[config.mk]
export PLATFORM = sky130hd
export DESIGN_NAME = masked_byte_pattern_scanner
export DESIGN_NICKNAME = d
export VERILOG_FILES = /design/src/rtl/core/mbps_pkg.sv /design/src/rtl/core/mbps_align.sv /design/src/rtl/core/mbps_cell.sv /design/src/rtl/core/masked_byte_pattern_scanner.sv
export SDC_FILE = /design/constraint.sdc
export NUM_CORES = 1
export LEC_CHECK = 0
export BUFFER_PORTS_ARGS = -buffer_cell sky130_fd_sc_hd__buf_2
export CAP_MARGIN = 0
export CORE_ASPECT_RATIO = 0.5
export CORE_MARGIN = 3
export CORE_UTILIZATION = 45
export CTS_CLUSTER_SIZE = 20
export DETAILED_ROUTE_END_ITERATION = 6
export PLACE_DENSITY_LB_ADDON = 0.05
export REMOVE_ABC_BUFFERS = 1
export SYNTH_ARGS = -nofsm -noshare
export SYNTH_HDL_FRONTEND = slang
export SYNTH_SLANG_ARGS = --single-unit
[constraint.sdc]
create_clock -name clock -period 22.9 [get_ports clock]
set_input_delay 3.435 -clock clock [delete_from_list [all_inputs] [get_ports clock]]
set_output_delay 3.435 -clock clock [all_outputs]
set_load 0.03 [all_outputs]
[src/rtl/core/mbps_pkg.sv]
// ----------------------------------------------------------------------------
// mbps_pkg : shared types and constants of the masked byte pattern scanner
// Word formats, register indexes and the aligned pattern bundle that the
// aligner hands to the window cells.
// ----------------------------------------------------------------------------
package mbps_pkg;

   localparam int MaxPattern    = 16;
   localparam int LenBits       = 5;
   localparam int WinIdxBits    = 4;
   localparam int OffsetBits    = 32;
   localparam int RspOffsetBits = 32;
   localparam int CsrIndexBits  = 2;
   localparam int CsrDataBits   = 64;
   localparam int PatternBits   = 8 * MaxPattern;

   typedef enum logic [CsrIndexBits-1:0] {
      CSR_PATTERN_LOW  = 2'd0,
      CSR_PATTERN_HIGH = 2'd1,
      CSR_CARE_MASK    = 2'd2,
      CSR_PATTERN_LEN  = 2'd3
   } csr_index_type;

   typedef struct packed {
      logic [7:0] data_byte;
      logic       last_byte;
   } req_type;

   typedef struct packed {
      logic                     found;
      logic [RspOffsetBits-1:0] match_offset;
   } rsp_type;

   // Pattern as seen from the window: entry k of bytes/care lines up with
   // window cell k (cell 0 holds the newest byte).
   typedef struct packed {
      logic [LenBits-1:0]               len;
      logic [MaxPattern-1:0]            care;
      logic [MaxPattern-1:0][7:0]       bytes;
   } align_type;

   typedef struct packed {
      logic shift;
      logic clear;
   } cell_ctl_type;

endpackage

[src/rtl/core/mbps_align.sv]
// ----------------------------------------------------------------------------
// mbps_align : pattern aligner
// Clamps the pattern length and maps pattern byte len-1-k onto window cell k,
// masking care bits of cells outside the pattern.
// ----------------------------------------------------------------------------
module mbps_align (
   input  logic [mbps_pkg::PatternBits-1:0] pattern,
   input  logic [mbps_pkg::MaxPattern-1:0]  care_mask,
   input  logic [mbps_pkg::LenBits-1:0]     pattern_length,
   output mbps_pkg::align_type              aligned
);
   import mbps_pkg::*;

   logic [LenBits-1:0] len_eff;

   always_comb begin
      logic [LenBits-1:0]    j;
      logic [WinIdxBits-1:0] jw;
      if (pattern_length > LenBits'(MaxPattern)) begin
         len_eff = LenBits'(MaxPattern);
      end else begin
         len_eff = pattern_length;
      end
      aligned.len = len_eff;
      for (int k = 0; k < MaxPattern; k++) begin
         j  = len_eff - LenBits'(1) - LenBits'(k);
         jw = j[WinIdxBits-1:0];
         aligned.bytes[k] = pattern[8*jw +: 8];
         aligned.care[k]  = care_mask[jw] & (LenBits'(k) < len_eff);
      end
   end

endmodule

[src/rtl/core/mbps_cell.sv]
// ----------------------------------------------------------------------------
// mbps_cell : one window cell
// Holds one byte of the window, passes it on to the next cell on each word
// and flags whether the byte entering it meets its pattern byte.
// ----------------------------------------------------------------------------
module mbps_cell (
   input  logic                   clock,
   input  logic                   reset,
   input  mbps_pkg::cell_ctl_type ctl,
   input  logic [7:0]             byte_in,
   input  logic [7:0]             pat_byte,
   input  logic                   care,
   output logic [7:0]             byte_out,
   output logic                   hit
);
   import mbps_pkg::*;

   logic [7:0] window_ff;
   logic [7:0] window_in;

   // compare against the byte that lands here on this word
   assign hit       = ~care | (byte_in == pat_byte);
   assign window_in = ctl.clear ? 8'd0 : byte_in;
   assign byte_out  = window_ff;

   always_ff @(posedge clock) begin
      if (reset) begin
         window_ff <= 8'd0;
      end else if (ctl.shift) begin
         window_ff <= window_in;
      end
   end

endmodule

[src/rtl/core/masked_byte_pattern_scanner.sv]
// ----------------------------------------------------------------------------
// masked_byte_pattern_scanner : wildcard byte signature scan
//
//   channel | direction | handshake            | word
//   req_    | in        | req_valid/req_stall  | data_byte, last_byte
//   rsp_    | out       | rsp_valid/rsp_stall  | found, match_offset
//   csr_    | in        | csr_valid/csr_ready  | csr_index, csr_data
//
// One input word per cycle while req_stall is low: the window shifts through
// a chain of sixteen cells and all masked compares resolve in the cycle the
// byte arrives; the result is registered in the output or skid register.
// A skid register behind the output register keeps input flowing while a
// result is stalled; req_stall rises only while the skid register is full.
// Synchronous reset clears window, counter, done flag, CSRs and valid flags.
// csr_ready is always high.
// ----------------------------------------------------------------------------
module masked_byte_pattern_scanner (
   input  logic                                clock,
   input  logic                                reset,
   input  logic                                req_valid,
   output logic                                req_stall,
   input  mbps_pkg::req_type                   req_data,
   output logic                                rsp_valid,
   input  logic                                rsp_stall,
   output mbps_pkg::rsp_type                   rsp_data,
   input  logic                                csr_valid,
   output logic                                csr_ready,
   input  logic [mbps_pkg::CsrIndexBits-1:0]   csr_index,
   input  logic [mbps_pkg::CsrDataBits-1:0]    csr_data
);
   import mbps_pkg::*;

   logic [63:0]            pat_low_ff;
   logic [63:0]            pat_high_ff;
   logic [MaxPattern-1:0]  care_ff;
   logic [LenBits-1:0]     len_ff;

   logic [OffsetBits-1:0]  bytes_seen_ff;
   logic [OffsetBits-1:0]  bytes_seen_in;
   logic                   done_ff;
   logic                   done_in;

   logic                   out_valid_ff;
   rsp_type                out_data_ff;
   logic                   skid_valid_ff;
   rsp_type                skid_data_ff;

   align_type              aligned;
   cell_ctl_type           ctl;
   logic [MaxPattern-1:0][7:0] cell_byte;
   logic [MaxPattern-1:0]  cell_hit;

   logic                   accept;
   logic                   out_take;
   logic [OffsetBits:0]    idx_plus;
   logic [OffsetBits:0]    offset_full;
   logic                   enough;
   logic                   hit;
   logic                   new_valid;
   rsp_type                new_data;

   // configuration registers
   assign csr_ready = 1'b1;

   always_ff @(posedge clock) begin
      if (reset) begin
         pat_low_ff  <= 64'd0;
         pat_high_ff <= 64'd0;
         care_ff     <= '0;
         len_ff      <= '0;
      end else if (csr_valid) begin
         unique case (csr_index_type'(csr_index))
            CSR_PATTERN_LOW:  pat_low_ff  <= csr_data[63:0];
            CSR_PATTERN_HIGH: pat_high_ff <= csr_data[63:0];
            CSR_CARE_MASK:    care_ff     <= csr_data[MaxPattern-1:0];
            CSR_PATTERN_LEN:  len_ff      <= csr_data[LenBits-1:0];
            default: ;
         endcase
      end
   end

   mbps_align u_align (
      .pattern        ({pat_high_ff, pat_low_ff}),
      .care_mask      (care_ff),
      .pattern_length (len_ff),
      .aligned        (aligned)
   );

   // window chain
   assign accept    = req_valid & ~req_stall;
   assign ctl.shift = accept;
   assign ctl.clear = req_data.last_byte;

   for (genvar k = 0; k < MaxPattern; k++) begin : g_cell
      logic [7:0] byte_in;
      if (k == 0) begin : g_head
         assign byte_in = req_data.data_byte;
      end else begin : g_link
         assign byte_in = cell_byte[k-1];
      end
      mbps_cell u_cell (
         .clock    (clock),
         .reset    (reset),
         .ctl      (ctl),
         .byte_in  (byte_in),
         .pat_byte (aligned.bytes[k]),
         .care     (aligned.care[k]),
         .byte_out (cell_byte[k]),
         .hit      (cell_hit[k])
      );
   end

   // match decision
   assign idx_plus    = {1'b0, bytes_seen_ff} + (OffsetBits+1)'(1);
   assign enough      = idx_plus >= (OffsetBits+1)'(aligned.len);
   assign hit         = (aligned.len == '0) | (enough & (&cell_hit));
   assign offset_full = (aligned.len == '0) ? '0
                                            : idx_plus - (OffsetBits+1)'(aligned.len);
   assign new_valid   = accept & ~done_ff & (hit | req_data.last_byte);
   assign new_data.found        = hit;
   assign new_data.match_offset = hit ? RspOffsetBits'(offset_full) : '0;

   always_comb begin
      bytes_seen_in = bytes_seen_ff;
      done_in       = done_ff;
      if (accept) begin
         if (req_data.last_byte) begin
            bytes_seen_in = '0;
            done_in       = 1'b0;
         end else begin
            // saturate
            if (bytes_seen_ff != '1) begin
               bytes_seen_in = bytes_seen_ff + OffsetBits'(1);
            end
            if (hit) begin
               done_in = 1'b1;
            end
         end
      end
   end

   always_ff @(posedge clock) begin
      if (reset) begin
         bytes_seen_ff <= '0;
         done_ff       <= 1'b0;
      end else begin
         bytes_seen_ff <= bytes_seen_in;
         done_ff       <= done_in;
      end
   end

   // output register with skid
   assign out_take  = out_valid_ff & ~rsp_stall;
   assign req_stall = skid_valid_ff;
   assign rsp_valid = out_valid_ff;
   assign rsp_data  = out_data_ff;

   always_ff @(posedge clock) begin
      if (reset) begin
         out_valid_ff  <= 1'b0;
         skid_valid_ff <= 1'b0;
      end else if (skid_valid_ff) begin
         if (out_take) begin
            out_valid_ff  <= 1'b1;
            out_data_ff   <= skid_data_ff;
            skid_valid_ff <= 1'b0;
         end
      end else if (~out_valid_ff | out_take) begin
         out_valid_ff <= new_valid;
         out_data_ff  <= new_data;
      end else if (new_valid) begin
         // hold the new word until the output drains
         skid_valid_ff <= 1'b1;
         skid_data_ff  <= new_data;
      end
   end

endmodule
==> flow_metrics.env <==
export IMPL_outcome="complete, no violations"
export IMPL_synth_area_leaders="dfxtp_1 24%, mux2i_1 12%, nand2_1 10%"
export IMPL_final_area_um2=27200
export IMPL_syn_area_per_cell_um2=8.48
export IMPL_rr_endpoint="skid_data_ff[27]"
export IMPL_drt_iter0_markers=2726
export IMPL_final_setup_tns_ns=0
export IMPL_yosysWarningCount=0
export IMPL_worst_setup_path_start_kind="flop"
export IMPL_hp_start="g_cell[14].u_cell.byte_out[3]"
export IMPL_final_common_cell="nand2_1"
export IMPL_async_reset_ff_frac=0
export IMPL_clkPwrFrac=0.374
export IMPL_cts_buffer_depth=3
export IMPL_seqPwrFrac=0.407
export IMPL_drc=0
export IMPL_r2r_slack_ns=15.41
export IMPL_internal_power_w=0.00118
export IMPL_synth_distinct_cells=83
export IMPL_die_area_um2=58300
export IMPL_cts_setup_buffers=0
export IMPL_fp_row_count=60
export IMPL_cts_sinks=370
export IMPL_p_leak_nw=9.69
export IMPL_timing_slew_headroom=0.223
export IMPL_area_growth_pct=9.16
export IMPL_netlist_area_um2=24900
export IMPL_core_um2=54200
export IMPL_synth_simple_gate_area_frac=0.187
export IMPL_ant_nets=0
export IMPL_grt_usage=0.313
export IMPL_nNetsFinal=3002
export IMPL_peakVddDrop_uv=54.0
export IMPL_synthXorXnorAreaFrac=0.0689
export IMPL_ff2ff_path_depth=20
export IMPL_synth_top_area_cell="dfxtp_1"
export IMPL_hold_viol_final=0
export IMPL_antenna_found_initial=3
export IMPL_grt_overflow_total=0
export IMPL_cp_end_kind="flop"
export IMPL_min_period_over_period=0.327
export IMPL_clk_latency_ns=0.57
export IMPL_path_cells="nor2b_4 -> inv_4 -> buf_4 -> ha_1 -> xnor2_4 -> inv_1 -> buf_4 -> ha_1 -> o31ai_2 -> xnor2_2 -> buf_4 -> mux2i_1 -> xor2_1 -> nor4_1 -> nand4_1 -> a311oi_1 -> and4_1 -> a21boi_1 -> a21oi_4 -> buf_4"
export IMPL_crit_required_ns=23.12
export IMPL_holdCritPathClass="reg -> reg"
export IMPL_synth_edf_count=66
export IMPL_dpl_cell_area_um2=25900
export IMPL_synth_ff_type="dfxtp_1"
export IMPL_path_class="reg -> reg"
export IMPL_cp_arrival_ns=7.71
export IMPL_boundaryPins=116
export IMPL_cts_resized_gates=0
export IMPL_avgRoutedWirePerCell_um=25.4
export IMPL_syn_inst=2933
export IMPL_cts_buffers=39
export IMPL_grt_setup_unrepaired="no"
export IMPL_r2r_start="len_ff[0]"
export IMPL_setup_violations_final=0
export IMPL_grt_pass1_wl_um=137000
export IMPL_synth_adder_area_share=0.00986
export IMPL_fillCellCount=5373
export IMPL_pwr_share_comb=0.218
export IMPL_htreeDepth=2
export IMPL_path_clk_slew_ns=0.06
export IMPL_yosys_register_bits=370
export IMPL_drive_gt1_frac=0.146
export IMPL_die_y_um=172
export IMPL_num_antenna_cells=0
export IMPL_dieWidth_um=338
export IMPL_synth_top_area_share=0.245
export IMPL_timing_final_max_slew_violations=0
export IMPL_power_density_nw_per_um2=64.2
export IMPL_drtPass1Iterations=5
export IMPL_p_switching_w=0.000561
export IMPL_crit_slowest_cell="buf_4"
export IMPL_gp_congestion=1.05
export IMPL_root_buffer="clkbuf_16"
export IMPL_max_stage_delay_ns=0.61
export IMPL_first_global_vias=20554
export IMPL_mostFrequentLayoutCells="667 x nand2_1, 333 x a21oi_1, 305 x mux2i_1"
export IMPL_cts_tree="done"
export IMPL_setup_ws_ns=15.41
export IMPL_post_route_util=0.501
export IMPL_ys_seq_area_frac=0.324
export IMPL_fin_crit_ns=7.49
export IMPL_min_path_cells=2
export IMPL_path_max_fanout=44
export IMPL_holdBufCountCts=0
export IMPL_start_util=0.459
export IMPL_dp_hpwl_um=68100
export IMPL_finalPower_w=0.00174
export IMPL_synth_compound_area_frac=0.143
export IMPL_vias=22538
export IMPL_io_buffer_count=114
export IMPL_cap_violations=0
export IMPL_fin_skew_ns=0.0177
export IMPL_hold_end="g_cell[14].u_cell.byte_out[3]"
export IMPL_fmax_mhz=133
export IMPL_grt_max_degree=84
export IMPL_synthMuxAreaShare=0.225
export IMPL_p_sw_frac=0.322
export IMPL_tightest_slew_ns=1.16
export IMPL_viasPerCell=6.13
export IMPL_synth_top_family_by_area="multiplexers"
export IMPL_cp_common_cell="buf_4"
export IMPL_routed_wl_um=93400
export IMPL_pre_cts_ws_ns=15.55
-- how the worst max path moves through the flow --
stage                          from               end  slack, ns  depth (start not counted)
after detailed placement  len_ff[0]  skid_data_ff[29]      15.55                         19
after CTS                 len_ff[0]       rsp_data[2]      15.51                         18
after global routing      len_ff[0]       rsp_data[2]      14.97                         16
final                     len_ff[0]  skid_data_ff[27]      15.41                         20
after global placement    len_ff[0]       rsp_data[5]      15.64                         19
after floorplan           len_ff[0]   skid_data_ff[0]       6.81                         13
-- routing by layer --
layer,part of all wire,up-vias,track usage
met3,0.12,109,0.105
met5,0.00025,-,0
li1,-,10367,-
met4,0.015,4,0.0496
met2,0.39,1024,0.435
met1,0.47,11034,0.471
-- power groups by stage --
stage	clock network [W]	registers (W)	logic, W
2_1_floorplan	0	0.000730	0.000236
5_1_grt	0.000692	0.000712	0.000405
4_1_cts	0.000664	0.000709	0.000375
3_5_place_dp	0	0.000724	0.000374
6_report	0.000653	0.000710	0.000381
3_3_place_gp	0	0.000723	0.000372
-- area by class of cell --
cell class / instances / area [µm²] / share of cell area
multi-input combinational: 2311 / 15900 / 0.585
sequential: 370 / 8080 / 0.297
tap: 744 / 931 / 0.0343
clock inverter: 17 / 191 / 0.00705
timing repair buffer: 161 / 926 / 0.0341
clock buffer: 52 / 1060 / 0.0392
inverter: 20 / 77.6 / 0.00286
-- sequential cells by signal, indices dropped and copies added (netlist names) --
| name | count |
|---|---|
| skid_data_ff | 33 |
| care_ff | 16 |
| pat_high_ff | 64 |
| g_cell.u_cell.byte_out | 120 |
| req_stall | 1 |
| done_ff | 1 |
| len_ff | 5 |
| bytes_seen_ff | 32 |
| pat_low_ff | 64 |
| rsp_valid | 1 |
| rsp_data | 33 |
-- critical path, delay by kind of cell, from the launching register on --
kind	cells	cell delay [ns]
xor+xnor	3	0.47
mux	1	0.44
simple gates	4	1.25
compound gates	4	1.24
flops	1	0.51
fa+ha+maj	2	0.74
buf+inv	6	2.36
-- stage by stage --
stage               instances  hold slack (ns)
floorplan                2701            0.442
global route             3675            0.489
global placement         3606            0.458
detailed placement       3606            0.466
CTS                      3675            0.477
finish                   3675            0.475
-- cells by family (layout without fill, tap and decap cells) --
| group | Yosys count | in the layout |
|---|---|---|
| flops | 370 | 370 |
| fa+ha+maj | 19 | 19 |
| other cells | 1 | 1 |
| simple gates | 1076 | 1076 |
| buf+inv | 252 | 250 |
| mux | 444 | 444 |
| xor+xnor | 194 | 194 |
| compound gates | 577 | 577 |
-- cells in the mapped netlist, types with 8 or more instances --
master      n
and4_1      9
buf_2      36
dfxtp_1   304
nor2_1    174
clkbuf_1  162
inv_1      16
nor2b_1    19
nand4_1    23
a211oi_1   29
nor3_1     41
o211ai_1    8
o31ai_2    28
nand3_1    42
ha_1       18
nand2b_1    8
nand2_1   667
xor2_1     80
a21oi_1   334
nor4_1     18
o21ai_0    38
edfxtp_1   66
a311oi_1    9
buf_1      24
and3_1     12
o22ai_1    31
buf_4       8
mux2_2     53
xnor2_1   112
a31oi_1    30
or3_1      12
mux2i_1   305
mux4_2     86
No activity file was read; power rests on OpenSTA's default activity.
